**src/rtl/delayed_release_fifo_unit_macros.svh**
```systemverilog
// ----------------------------------------------------------------------------
// delayed release fifo assertion macros
// concurrent assertion wrappers, compiled out when ASSERT_OFF is defined
// ----------------------------------------------------------------------------
`ifndef DELAYED_RELEASE_FIFO_UNIT_MACROS_SVH
`define DELAYED_RELEASE_FIFO_UNIT_MACROS_SVH

`ifndef ASSERT_OFF

// same-cycle implication
`define DRF_ASSERT_IMPLIES(lbl, clk, rst, ante, cons) \
   lbl: assert property (@(posedge clk) disable iff (rst) (ante) |-> (cons)) \
      else $error("drf assertion failed");

// next-cycle implication
`define DRF_ASSERT_NEXT(lbl, clk, rst, ante, cons) \
   lbl: assert property (@(posedge clk) disable iff (rst) (ante) |=> (cons)) \
      else $error("drf assertion failed");

`else

`define DRF_ASSERT_IMPLIES(lbl, clk, rst, ante, cons)
`define DRF_ASSERT_NEXT(lbl, clk, rst, ante, cons)

`endif

`endif

```
**src/rtl/drf_pkg.sv**
```systemverilog
// ----------------------------------------------------------------------------
// drf_pkg
// shared constants, entry types and helpers of the delayed release fifo
// ----------------------------------------------------------------------------
`default_nettype none

package drf_pkg;

   // geometry
   localparam int DEPTH   = 16;
   localparam int DATA_W  = 32;
   localparam int TIME_W  = 64;
   localparam int DELAY_W = 16;
   localparam int IDX_W   = $clog2(DEPTH);
   localparam int CNT_W   = $clog2(DEPTH + 1);

   localparam logic [CNT_W-1:0] FULL_COUNT = CNT_W'(DEPTH);
   localparam logic [IDX_W-1:0] LAST_SLOT  = IDX_W'(DEPTH - 1);

   // one stored entry: word plus its release time
   typedef struct packed {
      logic [DATA_W-1:0] data;
      logic [TIME_W-1:0] release_time;
   } entry_type;

   // write port of the entry ram
   typedef struct packed {
      logic             en;
      logic [IDX_W-1:0] addr;
      entry_type        entry;
   } wr_port_type;

   // ring increment with wrap at the last slot
   function automatic logic [IDX_W-1:0] next_slot(input logic [IDX_W-1:0] slot);
      next_slot = (slot == LAST_SLOT) ? '0 : slot + IDX_W'(1);
   endfunction

endpackage

`default_nettype wire

```
**src/rtl/drf_entry_ram.sv**
```systemverilog
// ----------------------------------------------------------------------------
// drf_entry_ram
// single write, single read entry store with registered read data
// ----------------------------------------------------------------------------
`default_nettype none

module drf_entry_ram (
   input  wire logic                         clock,
   input  wire drf_pkg::wr_port_type         wr,
   input  wire logic [drf_pkg::IDX_W-1:0]    rd_addr,
   output drf_pkg::entry_type                rd_entry
);

   drf_pkg::entry_type mem [drf_pkg::DEPTH];
   drf_pkg::entry_type rd_entry_ff;

   // write port
   always_ff @(posedge clock) begin
      if (wr.en) begin
         mem[wr.addr] <= wr.entry;
      end
   end

   // read port, old data on a same-address collision
   always_ff @(posedge clock) begin
      rd_entry_ff <= mem[rd_addr];
   end

   assign rd_entry = rd_entry_ff;

endmodule

`default_nettype wire

```
**src/rtl/delayed_release_fifo_unit.sv**
```systemverilog
// ----------------------------------------------------------------------------
// delayed_release_fifo_unit
// ring fifo whose entries may only leave a set number of ticks after push
// ----------------------------------------------------------------------------
// Each req transaction is one tick carrying an optional push (req_push_valid,
// req_push_data) and an optional pop (req_pop_request). Each tick returns one
// rsp transaction: push/pop outcome, the popped word, the new head word with
// its maturity for the next tick, and the fill level.
// An entry pushed at tick T may be popped at a tick no earlier than
// T + release_delay. The delay is written through the csr channel, which is
// always ready; it should only be changed while no tick is in flight.
// A taken req transaction runs through evaluation and the head stage; the
// next is taken once its response is registered, paced by the pass through
// the entry ram (head read, tail write with new head read, head result).
// A response waiting under rsp_stall does not block the next req transaction,
// which runs until its own response needs the output register.
// Reset empties the queue, clears the tick counter and sets the delay to 0;
// the entry ram itself is not cleared.
// ----------------------------------------------------------------------------
`default_nettype none

`include "delayed_release_fifo_unit_macros.svh"

module delayed_release_fifo_unit (
   input  wire logic                          clock,
   input  wire logic                          reset,
   // tick requests
   input  wire logic                          req_valid,
   output logic                               req_stall,
   input  wire logic                          req_push_valid,
   input  wire logic [drf_pkg::DATA_W-1:0]    req_push_data,
   input  wire logic                          req_pop_request,
   // tick responses
   output logic                               rsp_valid,
   input  wire logic                          rsp_stall,
   output logic                               rsp_push_accepted,
   output logic                               rsp_pop_done,
   output logic [drf_pkg::DATA_W-1:0]         rsp_popped_data,
   output logic [drf_pkg::DATA_W-1:0]         rsp_head_data,
   output logic                               rsp_head_ready,
   output logic [drf_pkg::CNT_W-1:0]          rsp_entry_count,
   output logic                               rsp_queue_full,
   output logic                               rsp_queue_empty,
   // delay register write
   input  wire logic                          csr_valid,
   output logic                               csr_ready,
   input  wire logic [drf_pkg::DELAY_W-1:0]   csr_data
);

   typedef enum logic [1:0] {
      ST_IDLE,
      ST_EVAL,
      ST_HEAD
   } state_type;

   state_type                         state_ff, state_in;
   logic [drf_pkg::IDX_W-1:0]         head_ff, head_in;
   logic [drf_pkg::IDX_W-1:0]         tail_ff, tail_in;
   logic [drf_pkg::CNT_W-1:0]         cnt_ff, cnt_in;
   logic [drf_pkg::TIME_W-1:0]        tick_ff, tick_in;
   logic [drf_pkg::DELAY_W-1:0]       delay_ff, delay_in;

   // latched request
   logic                              push_ff, push_in;
   logic                              pop_ff, pop_in;
   logic [drf_pkg::DATA_W-1:0]        data_ff, data_in;

   // tick outcome carried to the head stage
   logic                              push_acc_ff, push_acc_in;
   logic                              pop_done_ff, pop_done_in;
   logic [drf_pkg::DATA_W-1:0]        popped_ff, popped_in;
   logic                              fwd_ff, fwd_in;
   drf_pkg::entry_type                fwd_entry_ff, fwd_entry_in;

   // output register
   logic                              rsp_valid_ff, rsp_valid_in;
   logic                              o_push_acc_ff, o_push_acc_in;
   logic                              o_pop_done_ff, o_pop_done_in;
   logic [drf_pkg::DATA_W-1:0]        o_popped_ff, o_popped_in;
   logic [drf_pkg::DATA_W-1:0]        o_head_data_ff, o_head_data_in;
   logic                              o_head_ready_ff, o_head_ready_in;
   logic [drf_pkg::CNT_W-1:0]         o_cnt_ff, o_cnt_in;

   // ram interface
   drf_pkg::wr_port_type              ram_wr;
   logic [drf_pkg::IDX_W-1:0]         ram_rd_addr;
   drf_pkg::entry_type                ram_q;

   // evaluation stage terms
   logic                              start_empty;
   logic                              start_full;
   logic                              can_pop;
   logic                              can_push;
   logic [drf_pkg::IDX_W-1:0]         head_next;
   logic [drf_pkg::IDX_W-1:0]         tail_next;
   drf_pkg::entry_type                push_entry;

   // head stage terms
   drf_pkg::entry_type                head_entry;
   logic                              now_empty;
   logic                              out_free;
   logic                              req_take;

   drf_entry_ram u_entry_ram (
      .clock    (clock),
      .wr       (ram_wr),
      .rd_addr  (ram_rd_addr),
      .rd_entry (ram_q)
   );

   assign req_stall = (state_ff != ST_IDLE);
   assign req_take  = req_valid && !req_stall;
   assign csr_ready = 1'b1;
   assign out_free  = !rsp_valid_ff || !rsp_stall;

   // pop and push decisions on the state at the start of the tick
   assign start_empty = (cnt_ff == '0);
   assign start_full  = (cnt_ff == drf_pkg::FULL_COUNT);
   assign can_pop     = pop_ff && !start_empty && (ram_q.release_time <= tick_ff);
   assign can_push    = push_ff && !start_full;
   assign head_next   = can_pop ? drf_pkg::next_slot(head_ff) : head_ff;
   assign tail_next   = can_push ? drf_pkg::next_slot(tail_ff) : tail_ff;

   assign push_entry.data         = data_ff;
   assign push_entry.release_time = tick_ff + {{(drf_pkg::TIME_W - drf_pkg::DELAY_W){1'b0}},
                                               delay_ff};

   // ram write happens only in the evaluation stage
   assign ram_wr.en    = (state_ff == ST_EVAL) && can_push;
   assign ram_wr.addr  = tail_ff;
   assign ram_wr.entry = push_entry;

   // look up the new head during evaluation, otherwise keep the current head
   assign ram_rd_addr = (state_ff == ST_EVAL) ? head_next : head_ff;

   // new head, bypassing the ram when its slot was written in the same cycle as the lookup
   assign head_entry = fwd_ff ? fwd_entry_ff : ram_q;
   assign now_empty  = (cnt_ff == '0);

   // next state logic
   always_comb begin
      state_in        = state_ff;
      head_in         = head_ff;
      tail_in         = tail_ff;
      cnt_in          = cnt_ff;
      tick_in         = tick_ff;
      delay_in        = delay_ff;
      push_in         = push_ff;
      pop_in          = pop_ff;
      data_in         = data_ff;
      push_acc_in     = push_acc_ff;
      pop_done_in     = pop_done_ff;
      popped_in       = popped_ff;
      fwd_in          = fwd_ff;
      fwd_entry_in    = fwd_entry_ff;
      rsp_valid_in    = rsp_valid_ff;
      o_push_acc_in   = o_push_acc_ff;
      o_pop_done_in   = o_pop_done_ff;
      o_popped_in     = o_popped_ff;
      o_head_data_in  = o_head_data_ff;
      o_head_ready_in = o_head_ready_ff;
      o_cnt_in        = o_cnt_ff;

      // delay register write
      if (csr_valid && csr_ready) begin
         delay_in = csr_data;
      end

      // response taken downstream
      if (rsp_valid_ff && !rsp_stall) begin
         rsp_valid_in = 1'b0;
      end

      case (state_ff)
         ST_IDLE: begin
            if (req_take) begin
               push_in  = req_push_valid;
               pop_in   = req_pop_request;
               data_in  = req_push_data;
               state_in = ST_EVAL;
            end
         end
         ST_EVAL: begin
            push_acc_in  = can_push;
            pop_done_in  = can_pop;
            popped_in    = can_pop ? ram_q.data : '0;
            head_in      = head_next;
            tail_in      = tail_next;
            cnt_in       = cnt_ff + drf_pkg::CNT_W'(can_push) - drf_pkg::CNT_W'(can_pop);
            tick_in      = tick_ff + drf_pkg::TIME_W'(1);
            fwd_in       = can_push && (head_next == tail_ff);
            fwd_entry_in = push_entry;
            state_in     = ST_HEAD;
         end
         ST_HEAD: begin
            if (out_free) begin
               rsp_valid_in    = 1'b1;
               o_push_acc_in   = push_acc_ff;
               o_pop_done_in   = pop_done_ff;
               o_popped_in     = popped_ff;
               o_head_data_in  = now_empty ? '0 : head_entry.data;
               o_head_ready_in = !now_empty && (head_entry.release_time <= tick_ff);
               o_cnt_in        = cnt_ff;
               state_in        = ST_IDLE;
            end
         end
         default: begin
            state_in = ST_IDLE;
         end
      endcase
   end

   // state and registered outputs
   always_ff @(posedge clock) begin
      if (reset) begin
         state_ff     <= ST_IDLE;
         head_ff      <= '0;
         tail_ff      <= '0;
         cnt_ff       <= '0;
         tick_ff      <= '0;
         delay_ff     <= '0;
         rsp_valid_ff <= 1'b0;
      end else begin
         state_ff     <= state_in;
         head_ff      <= head_in;
         tail_ff      <= tail_in;
         cnt_ff       <= cnt_in;
         tick_ff      <= tick_in;
         delay_ff     <= delay_in;
         rsp_valid_ff <= rsp_valid_in;
      end
      push_ff         <= push_in;
      pop_ff          <= pop_in;
      data_ff         <= data_in;
      push_acc_ff     <= push_acc_in;
      pop_done_ff     <= pop_done_in;
      popped_ff       <= popped_in;
      fwd_ff          <= fwd_in;
      fwd_entry_ff    <= fwd_entry_in;
      o_push_acc_ff   <= o_push_acc_in;
      o_pop_done_ff   <= o_pop_done_in;
      o_popped_ff     <= o_popped_in;
      o_head_data_ff  <= o_head_data_in;
      o_head_ready_ff <= o_head_ready_in;
      o_cnt_ff        <= o_cnt_in;
   end

   // response ports
   assign rsp_valid         = rsp_valid_ff;
   assign rsp_push_accepted = o_push_acc_ff;
   assign rsp_pop_done      = o_pop_done_ff;
   assign rsp_popped_data   = o_popped_ff;
   assign rsp_head_data     = o_head_data_ff;
   assign rsp_head_ready    = o_head_ready_ff;
   assign rsp_entry_count   = o_cnt_ff;
   assign rsp_queue_full    = (o_cnt_ff == drf_pkg::FULL_COUNT);
   assign rsp_queue_empty   = (o_cnt_ff == '0);

   // fill level never passes the depth
   `DRF_ASSERT_IMPLIES(a_cnt_bound, clock, reset, 1'b1, cnt_ff <= drf_pkg::FULL_COUNT)

   // pointers meet exactly when the ring is empty or full
   `DRF_ASSERT_IMPLIES(a_ptr_meet, clock, reset,
                       (cnt_ff == '0) || (cnt_ff == drf_pkg::FULL_COUNT),
                       head_ff == tail_ff)

   // a taken tick is evaluated in the next cycle with the tick counter still held
   `DRF_ASSERT_NEXT(a_take_eval, clock, reset, req_take,
                    (state_ff == ST_EVAL) && $stable(tick_ff))

   // a tick only advances the counter through evaluation
   `DRF_ASSERT_NEXT(a_tick_step, clock, reset, state_ff != ST_EVAL, $stable(tick_ff))

endmodule

`default_nettype wire
```
**config.mk**
```make
export PLATFORM = sky130hd
export DESIGN_NAME = delayed_release_fifo_unit
export DESIGN_NICKNAME = d
export VERILOG_FILES = /design/src/rtl/drf_pkg.sv /design/src/rtl/drf_entry_ram.sv /design/src/rtl/delayed_release_fifo_unit.sv
export VERILOG_INCLUDE_DIRS = /design/src /design/src/rtl
export SDC_FILE = /design/constraint.sdc
export NUM_CORES = 2
export LEC_CHECK = 0
export BUFFER_PORTS_ARGS = -buffer_cell sky130_fd_sc_hd__clkbuf_2
export CAP_MARGIN = 20
export CELL_PAD_IN_SITES_DETAIL_PLACEMENT = 1
export CELL_PAD_IN_SITES_GLOBAL_PLACEMENT = 1
export CORE_MARGIN = 5
export CORE_UTILIZATION = 40
export DETAILED_ROUTE_END_ITERATION = 6
export PLACE_DENSITY = 0.66
export SYNTH_ARGS = -nofsm -noshare
export SYNTH_HDL_FRONTEND = slang
export SYNTH_HIERARCHICAL = 1
export SYNTH_SLANG_ARGS = --single-unit
```
**constraint.sdc**
```tcl
create_clock -name clock -period 18.15 [get_ports clock]
set_input_delay 1.815 -clock clock [delete_from_list [all_inputs] [get_ports clock]]
set_output_delay 1.815 -clock clock [all_outputs]
set_load 0.005 [all_outputs]
```
==> out/results.ini <==
[routing]
via_per_inst = 5.63
detail-route-antenna-nets = 0
routed_wl_mm = 199
first_pass_iters = 5
drt-initial-drc-count = 3460
wire_per_inst_um = 28.5
vias = 39200
drcViolationCount = 0

[floorplan]
die_h_um = 448
rows = 160
dieWidth_um = 448
design.core.area_mm2 = 0.191
io_pins = 132
initial_core_util_pct = 40.3
fp.dieArea_mm2 = 0.201

[cts]
cts-root-buf = clkbuf_16
cts-hold-fix-buffers = 0
cts_setup_buffers = 0
clk_path_buf_depth = 3
clock_latency_ns = 0.84
clkSinkCount = 1965
tritoncts = yes
clk_pin_slew_ns = 0.06
htree_levels = 4
cts_inserted_buffers = 197
cts_resized = 0

[sta]
fin_crit_sh_pct = 41.2
fin_tns_setup_ns = 0
setup_viol = 0
relSlewSlack_pct = 21.4
rsz0062_at_grt = false
max_freq_mhz = 134
hold_ws_ns = 0.417
slew_violations = 0
finClkSkew_ns = 0.0533
worst_pin_slew_ns = 1.17
fin_crit_ns = 7.47
hold_viol = 0

[synthesis]
syn_nets = 4208
yosysTopAreaCell = edfxtp_1
synth_area_mm2 = 0.0768
ys.flop_type = edfxtp_1
ys_warn_count = 6
synth_top_area_share_pct = 69.3
ys_types = 69
ys_ff_latch = 1965
syn-instance-count = 3998
synth.most_common_cell = edfxtp_1
synth-seq-area-share_pct = 74.3
yosys-top-cells-count = edfxtp_1, mux4_2, a22oi_1
synth_edf_count = 1773
avgSynthCellArea_um2 = 19.2
async_flop_share_pct = 0
synth.area.top_cells = edfxtp_1, mux4_2, dfxtp_1

[power]
ir_drop_mv = 0.0926
power.density_mw_per_mm2 = 107
leakage_nw = 28.4

[layout]
final_nets = 4493
fin_util_pct = 46.0
drive_gt1_share_pct = 23.6
synthToLayoutAreaGrowth_pct = 14.1
final_cell_area_mm2 = 0.0877

[global_route]
antenna_found_initial = 4
first_global_vias = 41900
grt_overflow = 0
grt_max_degree = 132
grt_usage_pct = 19.8
grt_pass1_wl_mm = 292

[worst_setup_path]
cp_common_cell = buf_4
path_class = reg -> reg
required_ns = 18.85
cp_cell_sequence = inv_1 > ha_1 > a21oi_1 > o21ai_0 > a221oi_1 > or3b_2 > a31oi_1 > a21boi_2 > nor3_1 > mux2_8 > buf_12 > buf_4 > buf_4 > mux4_2 > a22oi_1 > nand2_1
startpoint_type = flop
critPathCaptureType = flop
critical-path-max-stage-delay_ns = 0.86
crit_slowest_cell = mux2_8
critPathMaxFanout = 131
cp_data_arrival_time_ns = 8.17

[place]
dp_hpwl_mm = 110
placed_area_mm2 = 0.0809
port_buffers = 130
gp_congestion = 0.823

[run_status]
status = finished clean

[job]
max_cap_violations = 0

[hold_path]
hold_class = reg -> reg

-- layout by cell type, fill, tap and decap left out, types with 80 or more instances in the layout --
master,instances
nor2_1,143
buf_4,121
a21oi_1,80
mux4_2,384
inv_1,85
clkbuf_16,202
clkbuf_2,129
dfxtp_1,192
nand2_1,185
a22oi_1,193
ha_1,153
edfxtp_1,1773
xnor2_1,105
-- layout make-up --
cell class                      count  area, µm²
Antenna cell                        1       2.50
Inverter                           87        332
Clock inverter                     90       1070
Sequential cell                  1965      57100
Multi-Input combinational cell   1774      18800
Tap cell                         2511       3140
Fill cell                       17800     103000
Timing Repair Buffer              258       1710
Clock buffer                      283       5590
-- metal layers --
layer	up-vias	global-route usage, %	routed length, µm
met1	21200	26.4	83000
met5	-	0	0
met3	248	2.45	8450
li1	16800	-	-
met4	0	5.42	4970
met2	1033	34.4	102000
-- sequential cells by signal, indices dropped and copies added (netlist names), 2 cells and up --
| name | count |
|---|---|
| fwd_entry_ff | 96 |
| popped_ff | 32 |
| head_ff | 4 |
| u_entry_ram/rd_entry | 96 |
| tick_ff | 64 |
| state_ff | 2 |
| u_entry_ram/mem | 1536 |
| rsp_entry_count | 5 |
| data_ff | 32 |
| rsp_head_data | 32 |
| tail_ff | 4 |
| delay_ff | 16 |
| rsp_popped_data | 32 |
| cnt_ff | 5 |
-- critical path: cells and delay by family, from the launching register on --
family / cells / cell delay (ns)
buffers and inverters: 4 / 2.38
and+or+nand+nor: 3 / 1.44
AOI/OAI and AO/OA: 6 / 1.32
muxes: 2 / 1.28
DFF: 1 / 0.46
adders and majority gates: 1 / 0.35
-- final timing paths --
check	start	endpoint	slack, ns	cells past startpoint
max	tick_ff[7]	u_entry_ram/rd_entry[15]	10.68	16
min	popped_ff[9]	rsp_popped_data[9]	0.42	0
max reg2reg	tick_ff[7]	u_entry_ram/rd_entry[15]	10.68	16
min reg2reg	popped_ff[9]	rsp_popped_data[9]	0.42	0
-- logic make-up after synthesis --
group	share of synthesized area, %
adder cells (fa/ha/maj)	2.54
AO/OA/AOI/OAI	3.37
flip-flops	74.3
XOR/XNOR	1.37
AND/OR/NAND/NOR	3.93
other	0.00488
multiplexers	12.9
buffers and inverters	1.60
-- stage by stage --
stage | total power, W | instances | setup slack, ns
after floorplan | 0.00525 | 3998 | 9.34
after global placement | 0.00535 | 6561 | 10.77
after detailed placement | 0.00535 | 6578 | 10.66
after CTS | 0.00949 | 6951 | 10.54
after global routing | 0.00973 | 6968 | 10.14
final | 0.00940 | 6969 | 10.68
-- power breakdown --
group,internal (W),total (W),switching (W)
Clock,0.00241,0.00415,0.00174
Combinational,0.000102,0.000252,0.000150
Sequential,0.00495,0.00500,0.0000455
Total,0.00747,0.00940,0.00193
Power figures use the tool's default switching activity.
